### src/rtl/core/smsd_pkg.sv
// Shared widths, constants and the run record type for the mean and deviation block.
package smsd_pkg;

    localparam int SMP_W           = 16;   // Q8.8 sample
    localparam int CNT_W           = 11;   // sample count, holds up to 1024
    localparam int SUM_W           = 26;   // signed running sum
    localparam int SQ_W            = 41;   // running sum of squares
    localparam int PROD_W          = 52;   // n*S2 and S1^2 products
    localparam int DIVS_W          = 22;   // n*(n-1) divisor
    localparam int RES_W           = 16;   // mean and std_dev width
    localparam int MAX_SAMPLES_DEF = 1024;
    localparam int Q_DEPTH         = 2;    // finished runs waiting for the back end

    // One finished run, handed from the accumulator to the result engine
    typedef struct packed {
        logic [CNT_W-1:0]        count;
        logic signed [SUM_W-1:0] sum;
        logic [SQ_W-1:0]         sq_sum;
        logic                    dropped;
    } run_t;

endpackage

### src/rtl/core/sample_mean_and_std_dev.sv
// Top level: run statistics (mean and sample standard deviation) over Q8.8 samples.
//
// Input channel (in_valid/in_ready): one beat per item carrying sample, has_sample and
// last. A beat with has_sample adds the sample to the run; beyond MAX_SAMPLES samples it
// is ignored and the run is marked dropped. A beat with last closes the run.
// Output channel (out_valid/out_ready): one beat per closed run with mean, std_dev,
// count and dropped.
// Throughput: the accumulator takes one beat per cycle unless in_ready is low. Each
// closed run goes into a two-entry queue; the back end handles one run at a time,
// using the shift-add multiplier, the one-bit-per-cycle divider (used twice) and the
// square-root loop. in_ready drops only while the queue holds two unfinished runs.
// Path: a closed run is written into the queue, taken by the back end when it is idle,
// and passes through the products, both divisions and the square root to out_valid.
// Stall: a result waits in the output register while out_ready is low; the back end
// finishes the next run meanwhile and holds it until the register frees.
// Reset: clears the accumulators, queue, sequencer and output valid; no sweep needed.
module sample_mean_and_std_dev
    import smsd_pkg::*;
#(
    parameter int MAX_SAMPLES = MAX_SAMPLES_DEF
)
(
    input  logic                    clk,
    input  logic                    rst_n,
    input  logic                    in_valid,
    output logic                    in_ready,
    input  logic signed [SMP_W-1:0] sample,
    input  logic                    has_sample,
    input  logic                    last,
    output logic                    out_valid,
    input  logic                    out_ready,
    output logic signed [RES_W-1:0] mean,
    output logic [RES_W-1:0]        std_dev,
    output logic [CNT_W-1:0]        count,
    output logic                    dropped
);

    logic q_full;
    logic q_push;
    run_t q_push_data;
    logic q_pop;
    logic q_valid;
    run_t q_pop_data;

    smsd_front #(
        .MAX_SAMPLES (MAX_SAMPLES)
    ) u_front (
        .clk        (clk),
        .rst_n      (rst_n),
        .in_valid   (in_valid),
        .in_ready   (in_ready),
        .sample     (sample),
        .has_sample (has_sample),
        .last       (last),
        .q_full     (q_full),
        .q_push     (q_push),
        .q_data     (q_push_data)
    );

    smsd_fifo u_fifo (
        .clk       (clk),
        .rst_n     (rst_n),
        .push      (q_push),
        .push_data (q_push_data),
        .full      (q_full),
        .pop       (q_pop),
        .not_empty (q_valid),
        .pop_data  (q_pop_data)
    );

    smsd_back u_back (
        .clk       (clk),
        .rst_n     (rst_n),
        .q_valid   (q_valid),
        .q_data    (q_pop_data),
        .q_pop     (q_pop),
        .out_valid (out_valid),
        .out_ready (out_ready),
        .mean      (mean),
        .std_dev   (std_dev),
        .count     (count),
        .dropped   (dropped)
    );

endmodule

### src/rtl/core/smsd_front.sv
// Front end: accepts sample beats and accumulates count, sum and sum of squares.
module smsd_front
    import smsd_pkg::*;
#(
    parameter int MAX_SAMPLES = MAX_SAMPLES_DEF
)
(
    input  logic                    clk,
    input  logic                    rst_n,
    input  logic                    in_valid,
    output logic                    in_ready,
    input  logic signed [SMP_W-1:0] sample,
    input  logic                    has_sample,
    input  logic                    last,
    input  logic                    q_full,
    output logic                    q_push,
    output run_t                    q_data
);

    logic [CNT_W-1:0]        count_reg, count_next;
    logic signed [SUM_W-1:0] sum_reg, sum_next;
    logic [SQ_W-1:0]         sq_reg, sq_next;
    logic                    ovf_reg, ovf_next;
    logic signed [2*SMP_W-1:0] smp_sq;
    logic                    accept;

    assign in_ready = !q_full;
    assign accept   = in_valid && in_ready;
    assign smp_sq   = sample * sample;

    // Take the sample first, then form the record on an end-of-run beat
    always_comb
    begin
        count_next = count_reg;
        sum_next   = sum_reg;
        sq_next    = sq_reg;
        ovf_next   = ovf_reg;
        if (has_sample)
        begin
            if (count_reg < CNT_W'(MAX_SAMPLES))
            begin
                count_next = count_reg + CNT_W'(1);
                sum_next   = sum_reg + SUM_W'(sample);
                sq_next    = sq_reg + SQ_W'($unsigned(smp_sq));
            end
            else
            begin
                ovf_next = 1'b1;
            end
        end
    end

    assign q_push         = accept && last;
    assign q_data.count   = count_next;
    assign q_data.sum     = sum_next;
    assign q_data.sq_sum  = sq_next;
    assign q_data.dropped = ovf_next;

    // Accumulators, cleared after each run
    always_ff @(posedge clk or negedge rst_n)
    begin
        if (!rst_n)
        begin
            count_reg <= '0;
            sum_reg   <= '0;
            sq_reg    <= '0;
            ovf_reg   <= 1'b0;
        end
        else if (accept)
        begin
            if (last)
            begin
                count_reg <= '0;
                sum_reg   <= '0;
                sq_reg    <= '0;
                ovf_reg   <= 1'b0;
            end
            else
            begin
                count_reg <= count_next;
                sum_reg   <= sum_next;
                sq_reg    <= sq_next;
                ovf_reg   <= ovf_next;
            end
        end
    end

`ifndef SYNTH
    a_count_cap: assert property (@(posedge clk) disable iff (!rst_n)
        count_reg <= CNT_W'(MAX_SAMPLES))
        else $error("sample count above capacity");
    a_clear_after_last: assert property (@(posedge clk) disable iff (!rst_n)
        accept && last |=> count_reg == '0 && !ovf_reg)
        else $error("accumulators not cleared after run end");
    a_no_push_full: assert property (@(posedge clk) disable iff (!rst_n)
        q_push |-> !q_full)
        else $error("run pushed into a full queue");
`endif

endmodule

### src/rtl/core/smsd_fifo.sv
// Short queue of finished run records between the front and back ends.
module smsd_fifo
    import smsd_pkg::*;
(
    input  logic clk,
    input  logic rst_n,
    input  logic push,
    input  run_t push_data,
    output logic full,
    input  logic pop,
    output logic not_empty,
    output run_t pop_data
);

    localparam int PTR_W = (Q_DEPTH > 1) ? $clog2(Q_DEPTH) : 1;
    localparam int LVL_W = $clog2(Q_DEPTH + 1);

    run_t             mem [Q_DEPTH];
    logic [PTR_W-1:0] wr_ptr_reg, rd_ptr_reg;
    logic [LVL_W-1:0] level_reg;

    assign full      = level_reg == LVL_W'(Q_DEPTH);
    assign not_empty = level_reg != '0;
    assign pop_data  = mem[rd_ptr_reg];

    // Storage
    always_ff @(posedge clk)
    begin
        if (push)
        begin
            mem[wr_ptr_reg] <= push_data;
        end
    end

    // Pointers and fill level
    always_ff @(posedge clk or negedge rst_n)
    begin
        if (!rst_n)
        begin
            wr_ptr_reg <= '0;
            rd_ptr_reg <= '0;
            level_reg  <= '0;
        end
        else
        begin
            if (push)
            begin
                wr_ptr_reg <= (wr_ptr_reg == PTR_W'(Q_DEPTH - 1)) ? '0 : wr_ptr_reg + PTR_W'(1);
            end
            if (pop)
            begin
                rd_ptr_reg <= (rd_ptr_reg == PTR_W'(Q_DEPTH - 1)) ? '0 : rd_ptr_reg + PTR_W'(1);
            end
            if (push && !pop)
            begin
                level_reg <= level_reg + LVL_W'(1);
            end
            else if (pop && !push)
            begin
                level_reg <= level_reg - LVL_W'(1);
            end
        end
    end

`ifndef SYNTH
    a_no_overrun: assert property (@(posedge clk) disable iff (!rst_n)
        push |-> !full)
        else $error("queue overrun");
    a_no_underrun: assert property (@(posedge clk) disable iff (!rst_n)
        pop |-> not_empty)
        else $error("queue underrun");
    a_level_range: assert property (@(posedge clk) disable iff (!rst_n)
        level_reg <= LVL_W'(Q_DEPTH))
        else $error("queue level out of range");
`endif

endmodule

### src/rtl/core/smsd_div.sv
// Restoring divider, one quotient bit per cycle, shared by the mean and variance.
module smsd_div
    import smsd_pkg::*;
(
    input  logic              clk,
    input  logic              rst_n,
    input  logic              start,
    input  logic [PROD_W-1:0] dividend,
    input  logic [DIVS_W-1:0] divisor,
    output logic              done,
    output logic [PROD_W-1:0] quotient
);

    localparam int STEP_W = $clog2(PROD_W);

    logic [PROD_W-1:0] dvd_reg;
    logic [DIVS_W-1:0] rem_reg;
    logic [DIVS_W-1:0] dvs_reg;
    logic [STEP_W-1:0] step_reg;
    logic              busy_reg;
    logic              done_reg;
    logic [DIVS_W:0]   rem_sh;
    logic [DIVS_W:0]   diff;
    logic              ge;

    // One trial subtract per cycle; quotient bits shift into the dividend register
    assign rem_sh = {rem_reg, dvd_reg[PROD_W-1]};
    assign diff   = rem_sh - {1'b0, dvs_reg};
    assign ge     = rem_sh >= {1'b0, dvs_reg};

    assign done     = done_reg;
    assign quotient = dvd_reg;

    always_ff @(posedge clk)
    begin
        if (start)
        begin
            dvd_reg <= dividend;
            dvs_reg <= divisor;
            rem_reg <= '0;
        end
        else if (busy_reg)
        begin
            dvd_reg <= {dvd_reg[PROD_W-2:0], ge};
            rem_reg <= ge ? diff[DIVS_W-1:0] : rem_sh[DIVS_W-1:0];
        end
    end

    always_ff @(posedge clk or negedge rst_n)
    begin
        if (!rst_n)
        begin
            busy_reg <= 1'b0;
            done_reg <= 1'b0;
            step_reg <= '0;
        end
        else
        begin
            done_reg <= 1'b0;
            if (start)
            begin
                busy_reg <= 1'b1;
                step_reg <= '0;
            end
            else if (busy_reg)
            begin
                step_reg <= step_reg + STEP_W'(1);
                if (step_reg == STEP_W'(PROD_W - 1))
                begin
                    busy_reg <= 1'b0;
                    done_reg <= 1'b1;
                end
            end
        end
    end

`ifndef SYNTH
    a_done_after_busy: assert property (@(posedge clk) disable iff (!rst_n)
        done_reg |-> $past(busy_reg))
        else $error("divider done without a running division");
    a_no_restart: assert property (@(posedge clk) disable iff (!rst_n)
        start |-> !busy_reg)
        else $error("divider restarted while busy");
    a_rem_below: assert property (@(posedge clk) disable iff (!rst_n)
        busy_reg && dvs_reg != '0 |-> rem_reg < dvs_reg)
        else $error("partial remainder not below divisor");
`endif

endmodule

### src/rtl/core/smsd_back.sv
// Back end: per-run products, divisions and square root, plus the result register.
module smsd_back
    import smsd_pkg::*;
(
    input  logic                    clk,
    input  logic                    rst_n,
    input  logic                    q_valid,
    input  run_t                    q_data,
    output logic                    q_pop,
    output logic                    out_valid,
    input  logic                    out_ready,
    output logic signed [RES_W-1:0] mean,
    output logic [RES_W-1:0]        std_dev,
    output logic [CNT_W-1:0]        count,
    output logic                    dropped
);

    localparam logic [2:0] ST_IDLE = 3'd0;
    localparam logic [2:0] ST_MULA = 3'd1;
    localparam logic [2:0] ST_MULB = 3'd2;
    localparam logic [2:0] ST_DIVM = 3'd3;
    localparam logic [2:0] ST_DIVV = 3'd4;
    localparam logic [2:0] ST_SQRT = 3'd5;
    localparam logic [2:0] ST_DONE = 3'd6;

    localparam int SQRT_TOP = ((PROD_W - 1) / 2) * 2;
    localparam logic [PROD_W-1:0] SQRT_START = PROD_W'(1) << SQRT_TOP;

    logic [2:0]        state_reg;
    run_t              rec_reg;
    logic [SUM_W-1:0]  mag_reg;
    logic [PROD_W-1:0] mcand_reg;
    logic [SUM_W-1:0]  mplier_reg;
    logic [PROD_W-1:0] acc_reg;
    logic [PROD_W-1:0] prod_a_reg;
    logic [PROD_W-1:0] num_reg;
    logic [SUM_W-1:0]  mq_reg;
    logic [PROD_W-1:0] sq_v_reg;
    logic [PROD_W-1:0] root_reg;
    logic [PROD_W-1:0] bit_reg;

    logic                    out_valid_reg;
    logic signed [RES_W-1:0] mean_reg;
    logic [RES_W-1:0]        std_reg;
    logic [CNT_W-1:0]        count_reg;
    logic                    dropped_reg;

    logic              div_start;
    logic [PROD_W-1:0] div_dvd;
    logic [DIVS_W-1:0] div_dvs;
    logic              div_done;
    logic [PROD_W-1:0] div_q;

    logic [SUM_W-1:0]  q_mag;
    logic [DIVS_W-1:0] den;
    logic [PROD_W-1:0] trial;
    logic              slot_free;
    logic [SUM_W-1:0]  mean_full;

    smsd_div u_div (
        .clk      (clk),
        .rst_n    (rst_n),
        .start    (div_start),
        .dividend (div_dvd),
        .divisor  (div_dvs),
        .done     (div_done),
        .quotient (div_q)
    );

    // Magnitude of the incoming sum; n*(n-1) from the held record
    assign q_mag = q_data.sum[SUM_W-1] ? (~q_data.sum + SUM_W'(1)) : q_data.sum;
    assign den   = DIVS_W'(rec_reg.count) * (DIVS_W'(rec_reg.count) - DIVS_W'(1));
    assign trial = root_reg + bit_reg;

    assign slot_free = !out_valid_reg || out_ready;
    assign q_pop     = (state_reg == ST_IDLE) && q_valid;

    // Divider launches: mean right after the products, variance after the mean
    always_comb
    begin
        div_start = 1'b0;
        div_dvd   = {{(PROD_W-SUM_W){1'b0}}, mag_reg};
        div_dvs   = DIVS_W'(rec_reg.count);
        if (state_reg == ST_MULB && mplier_reg == '0)
        begin
            div_start = 1'b1;
        end
        else if (state_reg == ST_DIVM && div_done)
        begin
            div_start = 1'b1;
            div_dvd   = num_reg;
            div_dvs   = den;
        end
    end

    assign mean_full = rec_reg.sum[SUM_W-1] ? (~mq_reg + SUM_W'(1)) : mq_reg;

    // Sequencer and datapath registers
    always_ff @(posedge clk)
    begin
        case (state_reg)
            ST_IDLE:
            begin
                if (q_valid)
                begin
                    rec_reg    <= q_data;
                    mag_reg    <= q_mag;
                    mcand_reg  <= PROD_W'(q_data.sq_sum);
                    mplier_reg <= SUM_W'(q_data.count);
                    acc_reg    <= '0;
                end
            end
            ST_MULA:
            begin
                if (mplier_reg == '0)
                begin
                    prod_a_reg <= acc_reg;
                    mcand_reg  <= PROD_W'(mag_reg);
                    mplier_reg <= mag_reg;
                    acc_reg    <= '0;
                end
                else
                begin
                    if (mplier_reg[0])
                    begin
                        acc_reg <= acc_reg + mcand_reg;
                    end
                    mcand_reg  <= mcand_reg << 1;
                    mplier_reg <= mplier_reg >> 1;
                end
            end
            ST_MULB:
            begin
                if (mplier_reg == '0)
                begin
                    num_reg <= (prod_a_reg > acc_reg) ? prod_a_reg - acc_reg : '0;
                end
                else
                begin
                    if (mplier_reg[0])
                    begin
                        acc_reg <= acc_reg + mcand_reg;
                    end
                    mcand_reg  <= mcand_reg << 1;
                    mplier_reg <= mplier_reg >> 1;
                end
            end
            ST_DIVM:
            begin
                if (div_done)
                begin
                    mq_reg <= div_q[SUM_W-1:0];
                end
            end
            ST_DIVV:
            begin
                if (div_done)
                begin
                    sq_v_reg <= div_q;
                    root_reg <= '0;
                    bit_reg  <= SQRT_START;
                end
            end
            ST_SQRT:
            begin
                if (bit_reg != '0)
                begin
                    if (sq_v_reg >= trial)
                    begin
                        sq_v_reg <= sq_v_reg - trial;
                        root_reg <= (root_reg >> 1) + bit_reg;
                    end
                    else
                    begin
                        root_reg <= root_reg >> 1;
                    end
                    bit_reg <= bit_reg >> 2;
                end
            end
            default:
            begin
            end
        endcase
    end

    // Result register, loaded once the output slot is free
    always_ff @(posedge clk)
    begin
        if (state_reg == ST_DONE && slot_free)
        begin
            count_reg   <= rec_reg.count;
            dropped_reg <= rec_reg.dropped;
            mean_reg    <= (rec_reg.count == '0) ? '0 : RES_W'(mean_full);
            if (rec_reg.count < CNT_W'(2))
            begin
                std_reg <= '0;
            end
            else if (root_reg > PROD_W'({RES_W{1'b1}}))
            begin
                std_reg <= '1;
            end
            else
            begin
                std_reg <= root_reg[RES_W-1:0];
            end
        end
    end

    // Control state
    always_ff @(posedge clk or negedge rst_n)
    begin
        if (!rst_n)
        begin
            state_reg     <= ST_IDLE;
            out_valid_reg <= 1'b0;
        end
        else
        begin
            if (state_reg == ST_DONE && slot_free)
            begin
                out_valid_reg <= 1'b1;
            end
            else if (out_ready)
            begin
                out_valid_reg <= 1'b0;
            end

            case (state_reg)
                ST_IDLE: if (q_valid) state_reg <= ST_MULA;
                ST_MULA: if (mplier_reg == '0) state_reg <= ST_MULB;
                ST_MULB: if (mplier_reg == '0) state_reg <= ST_DIVM;
                ST_DIVM: if (div_done) state_reg <= ST_DIVV;
                ST_DIVV: if (div_done) state_reg <= ST_SQRT;
                ST_SQRT: if (bit_reg == '0) state_reg <= ST_DONE;
                ST_DONE: if (slot_free) state_reg <= ST_IDLE;
                default: state_reg <= ST_IDLE;
            endcase
        end
    end

    assign out_valid = out_valid_reg;
    assign mean      = mean_reg;
    assign std_dev   = std_reg;
    assign count     = count_reg;
    assign dropped   = dropped_reg;

`ifndef SYNTH
    a_done_in_div: assert property (@(posedge clk) disable iff (!rst_n)
        div_done |-> state_reg == ST_DIVM || state_reg == ST_DIVV)
        else $error("divider finished outside a division step");
    a_short_run_sd: assert property (@(posedge clk) disable iff (!rst_n)
        out_valid_reg && count_reg < CNT_W'(2) |-> std_reg == '0)
        else $error("nonzero deviation for fewer than two samples");
    a_empty_mean: assert property (@(posedge clk) disable iff (!rst_n)
        out_valid_reg && count_reg == '0 |-> mean_reg == '0)
        else $error("nonzero mean for an empty run");
    a_pop_idle: assert property (@(posedge clk) disable iff (!rst_n)
        q_pop |=> state_reg == ST_MULA)
        else $error("run taken but sequencer did not start");
`endif

endmodule

### config.mk
export PLATFORM = sky130hd
export DESIGN_NAME = sample_mean_and_std_dev
export DESIGN_NICKNAME = d
export VERILOG_FILES = /design/src/rtl/core/smsd_pkg.sv /design/src/rtl/core/sample_mean_and_std_dev.sv /design/src/rtl/core/smsd_front.sv /design/src/rtl/core/smsd_fifo.sv /design/src/rtl/core/smsd_div.sv /design/src/rtl/core/smsd_back.sv
export SDC_FILE = /design/constraint.sdc
export NUM_CORES = 2
export LEC_CHECK = 0
export ABC_AREA = 1
export BUFFER_PORTS_ARGS = -buffer_cell sky130_fd_sc_hd__buf_4
export CORE_MARGIN = 2
export CORE_UTILIZATION = 35
export CTS_BUF_LIST = sky130_fd_sc_hd__clkbuf_8
export DETAILED_ROUTE_END_ITERATION = 12
export HOLD_SLACK_MARGIN = 0.08
export PLACE_DENSITY = 0.49
export SYNTH_ARGS = -nofsm -noshare
export SYNTH_HDL_FRONTEND = slang
export SYNTH_SLANG_ARGS = --single-unit
### constraint.sdc
create_clock -name clk -period 38.8 [get_ports clk]
set_input_delay 3.88 -clock clk [delete_from_list [all_inputs] [get_ports clk]]
set_output_delay 3.88 -clock clk [all_outputs]
set_load 0.02 [all_outputs]
# After elaboration in Yosys (flattened, before gate mapping)
# Memory sizes are Yosys's and may differ from the RTL's.
# Cells that the tools add are included.
# word_totals
latchBits	0
out_inout_bits	46
ram_bits	158
ff_bits	705
romBits	0
in_bits	22
elab_cells	186
mem_count	1
# memory_table
memory	words	width	rd	rd_clocked_by_memory_dff	wr	line_no	text
u_fifo.mem	2	79	1	0	1	smsd_fifo.sv:18	run_t mem [Q_DEPTH];
# op_classes
n_div	0
bitwise_logic	3
n_shift	0
mul	2
magnitude_cmp	6
eq_ne	18
n_mux	72
add_sub_neg	17
reduce_logical	33
# op_table
cell	count
2-to-1 mux 52 bit	19
one-hot mux 52 bit (2 select lines)	3
one-hot mux 52 bit (3 select lines)	2
2-to-1 mux 26 bit	6
2-to-1 mux 41 bit	3
adder 52 bit	2
subtractor 52 bit	2
one-hot mux 26 bit (3 select lines)	1
2-to-1 mux 11 bit	5
adder 51 x 52 -> 52 bit	1
>= comparator 52 bit	1
greater-than comparator 52 x 16 -> 1 bit (second input constant)	1
greater-than comparator 52 bit	1
logical NOT 52 bit	1
nonzero test 52 bit	1
adder 41 x 32 -> 41 bit	1
multiplier 16 x 16 -> 32 bit	1
2-to-1 mux 16 bit	2
adder 26 x 16 -> 26 bit	1
adder 26 x 2 -> 26 bit (second input constant)	1
logical NOT 26 bit	1
NOT 26 bit	1
2-to-1 mux 25 bit	1
>= comparator 23 x 22 -> 1 bit	1
38 further kinds	92

# Depth between registers and ports, before layout
# depth
depth_word	8
mapped_depth	40
depth_no_buf	39

# By module
# A second synthesis with hierarchy kept.
# hier_totals
cells_unflattened	9343
area_unflattened_um2	72060.4
# modules_own_cells
mod	area_per_inst_um2	n_inst	seq_area_each_um2	cells_each
smsd_back	41862.6	1	14003.4	5715
smsd_front	17804.6	1	1976.9	2575
smsd_fifo	6308.6	1	4844.6	271
smsd_div	6084.6	1	2862.7	782

# Worst setup path after synthesis
# OpenSTA, ideal clock, no wires.
# synth_path
path_kind	reg-to-reg
start	register u_back.mplier_reg[0]
end	register u_back.acc_reg[0] (enable)
setup_slack_ns	26.539
t_arrival_ns	11.449
setup_ns	0.812
period_less_slack_ns	12.261
path_buffers	2
required_time_ns	37.988
stages_incl_launch_ff	9
cell_sequence	edfxtp_1 buf_2 inv_2 nand3_1 nor3_2 nand2_2 nor2_4 buf_1 a211oi_1
# synth_between
elab_chain_cells	3
# synth_rtl
element	line_no	text
from (decl)	smsd_back.sv:33	logic [SUM_W-1:0] mplier_reg;
from (signal assigned)	smsd_back.sv:109	mplier_reg <= SUM_W'(q_data.count);
from (signal assigned)	smsd_back.sv:119	mplier_reg <= mag_reg;
from (signal assigned)	smsd_back.sv:129	mplier_reg <= mplier_reg >> 1;
logical NOT 26 bit	smsd_back.sv:115, smsd_back.sv:134	
!= test 2 bit (no source line)	--	
AND reduction 3 bit (no source line)	--	
to (signal assigned)	smsd_back.sv:126	acc_reg <= acc_reg + mcand_reg;
to (signal assigned)	smsd_back.sv:142	acc_reg <= acc_reg + mcand_reg;
to (decl)	smsd_back.sv:34	logic [PROD_W-1:0] acc_reg;
# No other way between the ends.
# A chain may end at the register's enable or synchronous reset.

==> metrics.txt <==
maximum number of pins on one net before global-route repair=131; #FFs+latches synth=812; CP top delay family=adder cells; Final Setup Violations=0; CP max-delay cell=fa_1; top_reg_cell synth=edfxtp_1; CP peak stage delay=550 ps; Slew @ Worst Pin=1090 ps; # Post-CTS Setup Buffers=0; H-tree depth=4; status=finished, final reports clean; fraction of layout cells with a size suffix above 1=0.0460; crit-path max FO=33; CTS Root Buffer Type=clkbuf_8; post-synth top area share=0.297; first-pass GRT wire length=387,000 um; top cells by count, synth=nand2_1, inv_1, nor2_1; Post-synth EDFFs=695; WS Path Type=input port to flip-flop; sequential element share of the synthesized area=0.337; detailed-route DRC error count=0; fin. max-slew vios=0; ys async rst share=0.117; Routed Antenna Nets=0; Top Ports=68; Largest register FFs=158; cell mode on critical path=inv_1; initial drt markers=4,996; worst min path class=flip-flop to flip-flop; Reg with most FFs=u_fifo.mem; synth top area cells=edfxtp_1, nand2_1, fa_1; die area=204,000 um2; std cell rows=164; Placeable Area=200,000 um2; CTS sink count=812; initial core utilization=0.352; Vias/cell=5.13; crit share post-route=0.290; synthesis-to-layout area growth=9.67%; synthesized cell area=70,300 um2; gpl congestion=0.965; antenna violations before repair=2; DRT Wirelength=260,000 um; Synth cell types=63; most common cell in the netlist=nand2_1; Mapped Cells=9,168; fmax=88.9 MHz; worst skew pair latency=940 ps; Synth warnings=0; Fin. Hold Viols=0; worst path bufs/invs=9; cell taking the most area after synthesis=edfxtp_1; Critical Path RT=39,430 ps; RSZ-0062 raised after global routing=false; max-cap viol count=0; WL/cell=21.6 um; minimum clock period=11,250 ps; TNS Setup=0 ps; DP HPWL=211,000 um; All-Layer GR Usage=0.251; post-CTS sizing=0; Chip Width=452 um; worst clock skew=61.5 ps; Worst slew margin=0.272; Nets=10,100; vias in the first global route=61,300; CTS Buf Count=160; Congestion Overflow GR=0; critical path endpoint category=flip-flop; Buffers on Ports=67; 1st-pass router iterations=8; Worst Setup Start Kind=input port; CTS max path bufs=3; Synth Area per Inst=7.66 um2; CTS Hold Bufs=0; Via Count=61,900; CTS tree=yes; DIE HEIGHT=452 um; WP data arrival=11,880 ps; Clock transition at path regs=50 ps
-- final cells by class --
| cell class | count | area, um2 |
|---|---|---|
| sequential | 812 | 23700 |
| timing repair buffer | 105 | 801 |
| antenna | 2 | 5.00 |
| tap | 2656 | 3320 |
| inverter | 1602 | 6020 |
| multi-input combinational | 6590 | 40000 |
| fill | 21000 | 123000 |
| clock inverter | 116 | 840 |
| clock buffer | 174 | 2390 |
-- worst paths after layout --
check | endpoint | depth (start not counted) | start | slack [ps]
worst min-delay path | u_back.dropped | 0 | u_back.rec_reg[0] | 430
worst max register to register | u_back.u_div.dvs_reg[17] | 26 | u_back.rec_reg[68] | 31460
min in group asynchronous | u_front.sum_reg[19] | 1 | rst_n | 3010
max in group asynchronous | u_front.sq_reg[18] | 2 | rst_n | 34370
worst max-delay path | u_fifo.mem[0][34] | 33 | sample[15] | 27550
worst min register to register | u_back.dropped | 0 | u_back.rec_reg[0] | 430
-- cells in the final DEF (no fill, tap or decap), types with 42 or more instances in the layout --
master and instances:
nand4_1 140, dfrtp_1 94, clkbuf_8 174, xnor2_1 130, o211ai_1 42, a21oi_1 563
fa_1 360, nor2_1 960, nor3_1 88, o21bai_1 59, ha_1 435, nand3_1 428
o21ai_0 563, nand2_1 2263, inv_1 1625, edfxtp_1 695, buf_4 104, xor2_1 148
-- worst register-to-register path, delay by kind of cell, from the launching register on --
family / cells / cell delay (ps)
fa+ha+maj: 8 / 3400
simple gates: 11 / 1550
compound gates: 3 / 780
flops: 1 / 680
buf+inv: 4 / 660
-- routing by layer --
metal | routed length (um) | track usage
met1 | 115000 | 0.330
met2 | 123000 | 0.420
met3 | 11500 | 0.0291
met4 | 11100 | 0.101
met5 | 0 | 0
-- logic make-up (layout without fill, tap and decap cells) --
logic type,count (synthesis),in the layout,synth area share
flip-flops,812,812,0.337
multiplexers,1,1,0.000142
XOR/XNOR,278,278,0.0347
buffers and inverters,1798,1997,0.0972
other,2,36,0.000107
adder cells (fa/ha/maj),795,795,0.180
AND/OR/NAND/NOR,4031,4031,0.236
AO/OA/AOI/OAI,1451,1451,0.114
-- stage by stage --
step,utilization,cell area [um2],setup slack [ps],hold slack [ps],instances
floorplan,-,70400,26540,400,9200
global placement,0.370,73800,26830,431,11800
detailed placement,0.370,73800,26740,420,11800
CTS,0.386,77000,27710,443,12100
global route,0.386,77000,27090,455,12100
finish,0.386,77000,27550,433,12100
Power is not shown: default switching activity piles up to over one toggle a cycle in this logic, so the estimate is an artifact.
